==> src/rtl/core/lshk_ram.sv <==
// Generic simple dual-port RAM with registered read.
module lshk_ram #(
  parameter int WIDTH = 8,
  parameter int DEPTH = 16
) (
  input  logic                                   clk,
  input  logic                                   we,
  input  logic [((DEPTH > 1) ? $clog2(DEPTH) : 1)-1:0] waddr,
  input  logic [WIDTH-1:0]                       wdata,
  input  logic [((DEPTH > 1) ? $clog2(DEPTH) : 1)-1:0] raddr,
  output logic [WIDTH-1:0]                       rdata
);

  logic [WIDTH-1:0] mem [DEPTH];

  always_ff @(posedge clk) begin
    if (we) begin
      mem[waddr] <= wdata;
    end
    rdata <= mem[raddr];
  end

endmodule

==> config.mk <==
export PLATFORM = sky130hd
export DESIGN_NAME = lshk_ram
export DESIGN_NICKNAME = d
export VERILOG_FILES = /design/src/rtl/core/lshk_ram.sv
export SDC_FILE = /design/constraint.sdc
export NUM_CORES = 1
export LEC_CHECK = 0
export ABC_CLOCK_PERIOD_IN_PS = 1920
export BUFFER_PORTS_ARGS = -buffer_cell sky130_fd_sc_hd__buf_2
export CORE_MARGIN = 2
export CORE_UTILIZATION = 54
export CTS_CLUSTER_SIZE = 28
export DETAILED_ROUTE_END_ITERATION = 12
export GPL_ROUTABILITY_DRIVEN = 0
export PLACE_DENSITY = 0.69
export REMOVE_ABC_BUFFERS = 1
export SLEW_MARGIN = 0
export SYNTH_ARGS = -nofsm -noshare
export SYNTH_HDL_FRONTEND = slang
export SYNTH_SLANG_ARGS = --single-unit
==> constraint.sdc <==
create_clock -name clk -period 1.92 [get_ports clk]
set_input_delay 0.192 -clock clk [delete_from_list [all_inputs] [get_ports clk]]
set_output_delay 0.192 -clock clk [all_outputs]
set_load 0.02 [all_outputs]
==> run_results.csv <==
group,metric,value,unit
run_status,status,"completed",
grt,grt_max_degree,33,
drt,antenna_left,0,
synth,netlist_area,5150,um2
grt,grt_overflow,0,
placement,placed_cell_area,5540,um2
pwr,peakVddDrop,560,uV
clock_network,cts_resized,0,
drt,drc,0,
finish,syn2layout_area_growth,20.2,%
clock_network,cts_root_buf,"clkbuf_8",
synth,ys_ff_latch,136,
setup_path,rr_endpoint,"rdata[1]",
timing,setup_viol,0,
setup_path,cp.required,2.31,ns
floorplanning,fp-row-count,35,
clock_network,ctsHoldBuffers,0,
synth,yosys_warnings,0,
drt,drtIter0Drc,163,
clock_network,htree_levels,4,
timing,worst_pin_slew,0.440,ns
setup_path,max_stage_delay,0.55,ns
setup_path,worstRegToRegCells,3,
placement,dp_hpwl,5850,um
clock_network,cts_buffer_depth,2,
timing,fmax,692,MHz
floorplanning,start_util,0.557,
clock_network,clk_pin_slew,0.06,ns
grt,grt_usage,0.219,
synth,syn_inst,229,
synth,yosysSeqAreaShare,0.778,
floorplanning,dieArea,10300,um2
min_path,whs_path_depth,1,
clock_network,clock-sinks,136,
pwr,p_per_area,1160,nW/um2
timing,layout_worst_path_cycle_share,0.753,
drt,wl_per_cell,23.9,um
finish,nets,302,
setup_path,path_cells,"mux4_1 -> a22oi_1 -> nand2_1",
placement,dp_slack,0.240,ns
timing,tns,0,ns
grt,grt_pass1_vias,2578,
min_path,hold_path.class,"in -> reg",
finish,nFillCells,593,
grt,grt_pass1_wl,15200,um
finish,drive_gt1_frac,0.323,
timing,hold_violations,0,
finish,final_cell_area,6190,um2
min_path,min_to,"mem[14][1]",
drt,viasPerCell,5.81,
setup_path,worstPathArrival,1.84,ns
placement,portBuffers,25,
synth,ys_types,19,
timing,relSlewSlack,0.707,
setup_path,worst-setup-path-type,"reg -> reg",
pwr,p_leak,2.13,nW
clock_network,post_cts.repair.setup_buffers,0,
finish,diodes,0,
setup_path,crit_slowest_cell,"mux4_1",
drt,dr.pass1.iters,4,
setup_path,crit_path_end_kind,"flop",
setup_path,rr_startpoint,"mem[9][1]",
clock_network,cts_tree,"yes",
clock_network,clk_latency,0.52,ns
floorplanning,die_w,102,um
synth,avgSynthCellArea,22.5,um2
setup_path,path_max_fanout,1,
timing,fin_ws,0.474,ns
drt,wl,10200,um
timing,fin_crit,1.45,ns
floorplanning,core_area,9240,um2
timing,drv_slew,0,
floorplanning,num_io_pins,26,
setup_path,critPathLaunchType,"flop",
setup_path,reg2reg_slack,0.47,ns
drt,vias,2476,
timing,skew,0.00726,ns
flow_run,maxCapViolations,0,
clock_network,numCtsBuffers,17,
grt,antenna_found_initial,0,
floorplanning,die_h,102,um
min_path,hp-start,"wdata[1]",
pwr,power,7.19,mW
timing,rsz0062_at_grt,"no",
==> cells in the mapped netlist <==
| cell | number | area (um2) |
|---|---|---|
| nand2b_1 | 2 | 12.5 |
| nor2b_1 | 1 | 6.26 |
| nand3b_1 | 2 | 15.0 |
| clkdlybuf4s25_2 | 3 | 30.0 |
| nor3_1 | 4 | 20.0 |
| nor2_1 | 13 | 48.8 |
| mux4_2 | 18 | 405 |
| dfxtp_1 | 8 | 160 |
| buf_4 | 1 | 7.51 |
| or3b_2 | 1 | 8.76 |
| nand3_1 | 1 | 5.00 |
| a22oi_1 | 16 | 120 |
| and2_1 | 1 | 6.26 |
| buf_2 | 3 | 15.0 |
| edfxtp_1 | 128 | 3840 |
| mux4_1 | 14 | 368 |
| and2b_1 | 1 | 7.51 |
| buf_6 | 3 | 33.8 |
| nand2_1 | 9 | 33.8 |
==> final cells by class <==
cell class                      count  area (um2)  area share
Clock buffer                       20         445      0.0720
Clock inverter                     12         198      0.0320
Multi-Input combinational cell     83        1060       0.171
Sequential cell                   136        4000       0.647
Tap cell                          129         161      0.0261
Timing Repair Buffer               46         320      0.0518
==> through the flow <==
stage / hold slack (ns) / utilization / cells
2_1_floorplan: 0.291 / - / 219
6_report: 0.0483 / 0.669 / 426
3_5_place_dp: 0.592 / 0.600 / 394
3_3_place_gp: 0.576 / 0.600 / 394
5_1_grt: 0.0478 / 0.669 / 426
4_1_cts: 0.0262 / 0.669 / 426
==> cells by family after synthesis <==
family          share of synthesized area
flops                               0.778
compound gates                     0.0233
mux                                 0.150
buf+inv                            0.0168
simple gates                       0.0318
==> power breakdown <==
group	leakage (nW)	internal (mW)	switching, mW
clock	0.311	2.31	1.21
combinational	0.595	0.139	0.195
sequential	1.22	3.32	0.0214
==> cell usage in the layout (no fill, tap or decap) <==
master,Yosys,layout
bufinv_16,0,5
a22oi_1,16,16
mux4_1,14,14
clkbuf_16,0,16
or3b_2,1,1
nor2_1,13,13
and2b_1,1,1
and2_1,1,1
nand3b_1,2,2
clkinvlp_4,0,2
buf_12,0,3
edfxtp_1,128,128
buf_4,1,18
clkbuf_8,0,3
nor3_1,4,4
buf_2,3,25
nand3_1,1,1
mux4_2,18,18
clkinv_2,0,3
clkbuf_1,0,1
nand2_1,9,9
nor2b_1,1,1
clkinv_4,0,2
nand2b_1,2,2
dfxtp_1,8,8
==> state kept, by name, summed over array words and instances, names as in the netlist <==
| signal | count |
|---|---|
| rdata | 8 |
| mem | 128 |
==> routing by layer <==
metal / vias to the layer above / part of all wire / track usage / routed length [um]
met2: 94 / 0.50 / 0.345 / 5080
met1: 1280 / 0.42 / 0.291 / 4250
met5: - / 0 / 0 / 0
li1: 1083 / - / - / -
met3: 19 / 0.069 / 0.0711 / 703
met4: 0 / 0.017 / 0.0780 / 169
==> critical path: cells and delay by family, from the launching register on <==
kind               cells  cell delay [ns]
muxes                  1             0.55
and+or+nand+nor        1             0.10
DFF                    1             0.38
AOI/OAI and AO/OA      1             0.27
==> how the worst max path moves through the flow <==
stage,start,to,cells after the start
after CTS,mem[8][5],rdata[5],3
final,mem[9][1],rdata[1],3
after global placement,raddr[0],rdata[0],5
after global routing,mem[1][3],rdata[3],3
after floorplan,waddr[2],mem[0][0],2
after detailed placement,raddr[0],rdata[4],5
No activity file was read; power rests on OpenSTA's default activity.
