`config.mk`:
```
export PLATFORM = sky130hd
export DESIGN_NAME = lshk_div
export DESIGN_NICKNAME = d
export VERILOG_FILES = /design/src/rtl/core/lshk_pkg.sv /design/src/rtl/core/lshk_div.sv
export SDC_FILE = /design/constraint.sdc
export NUM_CORES = 1
export LEC_CHECK = 0
export BUFFER_PORTS_ARGS = -buffer_cell sky130_fd_sc_hd__buf_2
export CORE_MARGIN = 5
export CORE_UTILIZATION = 23
export DETAILED_ROUTE_END_ITERATION = 6
export PLACE_DENSITY = 0.49
export SLEW_MARGIN = 20
export SYNTH_ARGS = -nofsm -noshare
export SYNTH_HDL_FRONTEND = slang
export SYNTH_SLANG_ARGS = --single-unit
export TNS_END_PERCENT = 100
```
`constraint.sdc`:
```
create_clock -name clk -period 3.35 [get_ports clk]
set_clock_uncertainty 0.15 [all_clocks]
set_input_delay 0.67 -clock clk [delete_from_list [all_inputs] [get_ports clk]]
set_output_delay 0.67 -clock clk [all_outputs]
set_load 0.1 [all_outputs]
```
`src/rtl/core/lshk_pkg.sv`:
```
// Shared constants, types and helper functions for the L1 LSH amplified key block.
package lshk_pkg;

  localparam int KEY_BITS       = 32;
  localparam int WIN_W          = 20;
  localparam int SHIFT_W        = 28;
  localparam int PIX_W          = 8;
  localparam int HSEL_W         = 3;
  localparam int DIM_W          = 10;
  localparam int HCNT_W         = 4;
  localparam int BITS_W         = 6;
  localparam int CFG_IDX_W      = 1;
  localparam int CFG_DATA_W     = WIN_W;
  localparam int DEF_MAX_DIM    = 1024;
  localparam int DEF_MAX_HASHES = 8;

  localparam logic [HCNT_W-1:0] RESET_HASH_COUNT = 4'd4;
  localparam logic [WIN_W-1:0]  RESET_WINDOW     = 20'd1024;

  typedef enum logic [CFG_IDX_W-1:0] {
    REG_HASH_COUNT   = 1'b0,
    REG_WINDOW_WIDTH = 1'b1
  } cfg_reg_t;

  typedef enum logic {
    OP_LOAD  = 1'b0,
    OP_PIXEL = 1'b1
  } opcode_t;

  typedef enum logic [2:0] {
    ST_IDLE,
    ST_READ,
    ST_LOAD,
    ST_DIV,
    ST_KEY,
    ST_EMIT
  } state_t;

  // Bits per hash for an already clamped hash count.
  function automatic logic [BITS_W-1:0] hash_bits(input logic [HCNT_W-1:0] k);
    logic [BITS_W-1:0] b;
    unique case (k)
      4'd1:    b = BITS_W'(KEY_BITS);
      4'd2:    b = BITS_W'(KEY_BITS / 2);
      4'd3:    b = BITS_W'(KEY_BITS / 3);
      4'd4:    b = BITS_W'(KEY_BITS / 4);
      4'd5:    b = BITS_W'(KEY_BITS / 5);
      4'd6:    b = BITS_W'(KEY_BITS / 6);
      4'd7:    b = BITS_W'(KEY_BITS / 7);
      default: b = BITS_W'(KEY_BITS / 8);
    endcase
    return b;
  endfunction

  function automatic logic [KEY_BITS-1:0] mask_of(input logic [BITS_W-1:0] b);
    logic [KEY_BITS:0] full;
    full = ({{KEY_BITS{1'b0}}, 1'b1} << b) - {{KEY_BITS{1'b0}}, 1'b1};
    return full[KEY_BITS-1:0];
  endfunction

endpackage

```
`src/rtl/core/lshk_div.sv`:
```
// Bit-serial restoring divider: one quotient bit per cycle.
module lshk_div #(
  parameter int W = lshk_pkg::WIN_W
) (
  input  logic         clk,
  input  logic         rst,
  input  logic         start,
  input  logic [W-1:0] dividend,
  input  logic [W-1:0] divisor,
  output logic         done,
  output logic [W-1:0] quotient
);

  localparam int CW = $clog2(W + 1);

  logic          busy;
  logic [CW-1:0] cnt;
  logic [W-1:0]  rem;
  logic [W-1:0]  quo;
  logic [W:0]    trial;
  logic          ge;
  logic [W-1:0]  rem_next;

  // Shift in the next dividend bit, subtract the divisor when it fits.
  always_comb begin
    trial    = {rem, quo[W-1]};
    ge       = (trial >= {1'b0, divisor});
    rem_next = ge ? W'(trial - {1'b0, divisor}) : trial[W-1:0];
  end

  always_ff @(posedge clk) begin
    if (rst) begin
      busy <= 1'b0;
      done <= 1'b0;
      cnt  <= '0;
    end else begin
      done <= 1'b0;
      if (start) begin
        busy <= 1'b1;
        cnt  <= CW'(W);
      end else if (busy) begin
        cnt <= cnt - CW'(1);
        if (cnt == CW'(1)) begin
          busy <= 1'b0;
          done <= 1'b1;
        end
      end
    end
  end

  always_ff @(posedge clk) begin
    if (start) begin
      rem <= '0;
      quo <= dividend;
    end else if (busy) begin
      rem <= rem_next;
      quo <= {quo[W-2:0], ge};
    end
  end

  assign quotient = quo;

endmodule

```
==> impl_metrics.env <==
export IMPL_status="complete, no violations"
export IMPL_final_layout_size_suffix_gt1_share_pct=26.6
export IMPL_r2r_setup_slack_ns=0.69
export IMPL_ys_ff_latch=47
export IMPL_synth_xor_area_share_pct=4.85
export IMPL_cts_hold_buffers=0
export IMPL_boundaryPins=64
export IMPL_p_leak_nw=1.61
export IMPL_synth_compound_area_share_pct=20.0
export IMPL_max_cap_violations=0
export IMPL_slew_headroom_pct=46.1
export IMPL_root_buffer="clkbuf_16"
export IMPL_ir_drop_mv=0.184
export IMPL_post_cts_resized=0
export IMPL_diodes=0
export IMPL_synth_ff_type="dfxtp_1"
export IMPL_synth_area_um2=3250
export IMPL_gp_congestion=0.795
export IMPL_synth_edf_count=20
export IMPL_yosys_area_top_type="edfxtp_1"
export IMPL_hpwl_mm=6.78
export IMPL_port_buffers=63
export IMPL_multi_input_area_um2=1900
export IMPL_dieArea_um2=16600
export IMPL_worstPathArrival_ns=2.93
export IMPL_fill_cells=1520
export IMPL_yosysWarnings=0
export IMPL_rows=43
export IMPL_wire_per_inst_um=14.1
export IMPL_slew_violations=0
export IMPL_max_freq_mhz=347
export IMPL_synth_fa_ha_area_share_pct=9.09
export IMPL_cts_max_level=2
export IMPL_async_reset_ff_share_pct=0
export IMPL_path_class="primary input to flip-flop"
export IMPL_grt_pass1_vias=2719
export IMPL_avgSynthCellArea_um2=9.26
export IMPL_overflow=0
export IMPL_fin_nets=482
export IMPL_synth_seq_area_share_pct=35.1
export IMPL_clk_pin_slew_ns=0.06
export IMPL_synth_mux_area_fraction_pct=10.5
export IMPL_synth_top_area_share_pct=18.5
export IMPL_startpoint_type="primary input"
export IMPL_start_util_pct=23.4
export IMPL_endpoint_kind="flip-flop"
export IMPL_p_per_area_nw_per_um2=429
export IMPL_cts_tree="yes"
export IMPL_area_growth_pct=20.6
export IMPL_min_period_ns=2.88
export IMPL_antenna_found_initial=0
export IMPL_synth_top_family_by_area="compound AO/OA/AOI/OAI gates"
export IMPL_grt_max_degree=31
export IMPL_finalSetupViolations=0
export IMPL_rsz0062_at_grt="no"
export IMPL_finalWirelength_mm=8.44
export IMPL_regArea_um2=1140
export IMPL_die_h_um=129
export IMPL_core_um2=13900
export IMPL_clock_latency_ns=0.28
export IMPL_synth_cell_types=59
export IMPL_avgViaCountPerCell=4.60
export IMPL_synthTopCellsByArea="edfxtp_1 18%, dfxtp_1 17%, ha_1 8.5%, mux2_2 6.9%, nor2_1 3.8%"
export IMPL_min_path_type="flip-flop to flip-flop"
export IMPL_post_route_period_util_pct=85.9
export IMPL_path_max_fanout=25
export IMPL_grt_pass1_wl_mm=13.6
export IMPL_first_pass_iters=4
export IMPL_cp_data_required_time_ns=3.40
export IMPL_setup_tns_final_ns=0
export IMPL_synth_simple_gate_area_share_pct=14.1
export IMPL_syn_nets=417
export IMPL_cts_setup_buffers=0
export IMPL_finalPower_mw=1.68
export IMPL_globalRouteTotalUtil_pct=10.2
export IMPL_tightest_slew_ns=0.808
export IMPL_cts_buffer_depth=2
export IMPL_drtIter0Drc=99
export IMPL_vias=2746
export IMPL_die_w_um=129
export IMPL_synth_cells=351
export IMPL_clkSinkCount=47
export IMPL_drc=0
export IMPL_final_antenna_net_count=0
export IMPL_cts_buffers_inserted=5
export IMPL_finalHoldViolCount=0
==> cell usage after synthesis, types with 10 or more instances <==
cell	count
dfxtp_1	27
xnor2_1	11
edfxtp_1	20
o21ai_0	18
nor2_1	33
inv_1	32
mux2i_1	10
nand2_1	25
a21oi_1	14
a211oi_1	14
mux2_2	20
ha_1	22
nor3_1	10
==> per-stage QoR <==
stage | instances | setup WS, ns | utilization, % | hold slack, ns | cell area, µm²
2_1_floorplan | 351 | 0.379 | - | 0.292 | 3250
3_3_place_gp | 589 | 0.241 | 27.2 | 0.330 | 3780
3_5_place_dp | 589 | 0.176 | 27.2 | 0.332 | 3780
4_1_cts | 597 | 0.463 | 28.2 | 0.341 | 3920
5_1_grt | 597 | 0.371 | 28.2 | 0.380 | 3920
6_report | 597 | 0.471 | 28.2 | 0.336 | 3920
==> cell type report <==
class	count	share of cell area (%)
Clock buffer	7	3.38
Timing Repair Buffer	72	10.1
Inverter	32	3.06
Tap cell	180	5.75
Multi-Input combinational cell	258	48.5
Sequential cell	47	29.1
Clock inverter	1	0.128
==> per-layer routing <==
layer	GRT usage, %	wire [µm]	vias up
li1	-	-	1401
met1	12.5	3670	1286
met2	18.0	4370	44
met3	1.78	247	15
met4	3.21	157	0
met5	0	0	-
==> logic make-up after synthesis <==
logic type,count (synthesis)
AND/OR/NAND/NOR,95
AO/OA/AOI/OAI,91
adder cells (fa/ha/maj),23
multiplexers,31
flip-flops,47
XOR/XNOR,18
buffers and inverters,46
==> sequential cells by signal, summed over array words and instances (netlist names) <==
register  flops
cnt           5
done          1
rem          20
quotient     20
busy          1
==> placed cells by master, fill, tap and decap left out, types with 11 or more instances in the layout <==
master     n
nor2_1    33
a211oi_1  14
a21oi_1   14
inv_1     32
buf_2     63
edfxtp_1  20
ha_1      22
xnor2_1   11
nand2_1   25
mux2_2    20
o21ai_0   18
dfxtp_1   27
==> worst max-delay path, stage by stage <==
cell and delay (ns):
buf_2 0.10, inv_1 0.04, ha_1 0.31, nor2b_4 0.14
o31a_1 0.30, o311a_4 0.34, o211ai_4 0.23, a21oi_4 0.09
buf_12 0.17, mux2_4 0.31, a211oi_2 0.21
==> path summary, 6_finish.rpt <==
| path | start | to | depth (start not counted) |
|---|---|---|---|
| hold reg to reg | rem[11] | rem[11] | 2 |
| setup / recovery | divisor[1] | rem[0] | 11 |
| setup reg to reg | quotient[19] | rem[0] | 10 |
| hold / removal | rem[11] | rem[11] | 2 |
==> power breakdown <==
| group | switching [mW] | total [mW] | internal (mW) |
|---|---|---|---|
| Combinational | 0.370 | 0.533 | 0.162 |
| Sequential | 0.0301 | 0.678 | 0.648 |
| Clock | 0.197 | 0.473 | 0.276 |
Note: power is estimated with default switching activity, not from simulation.
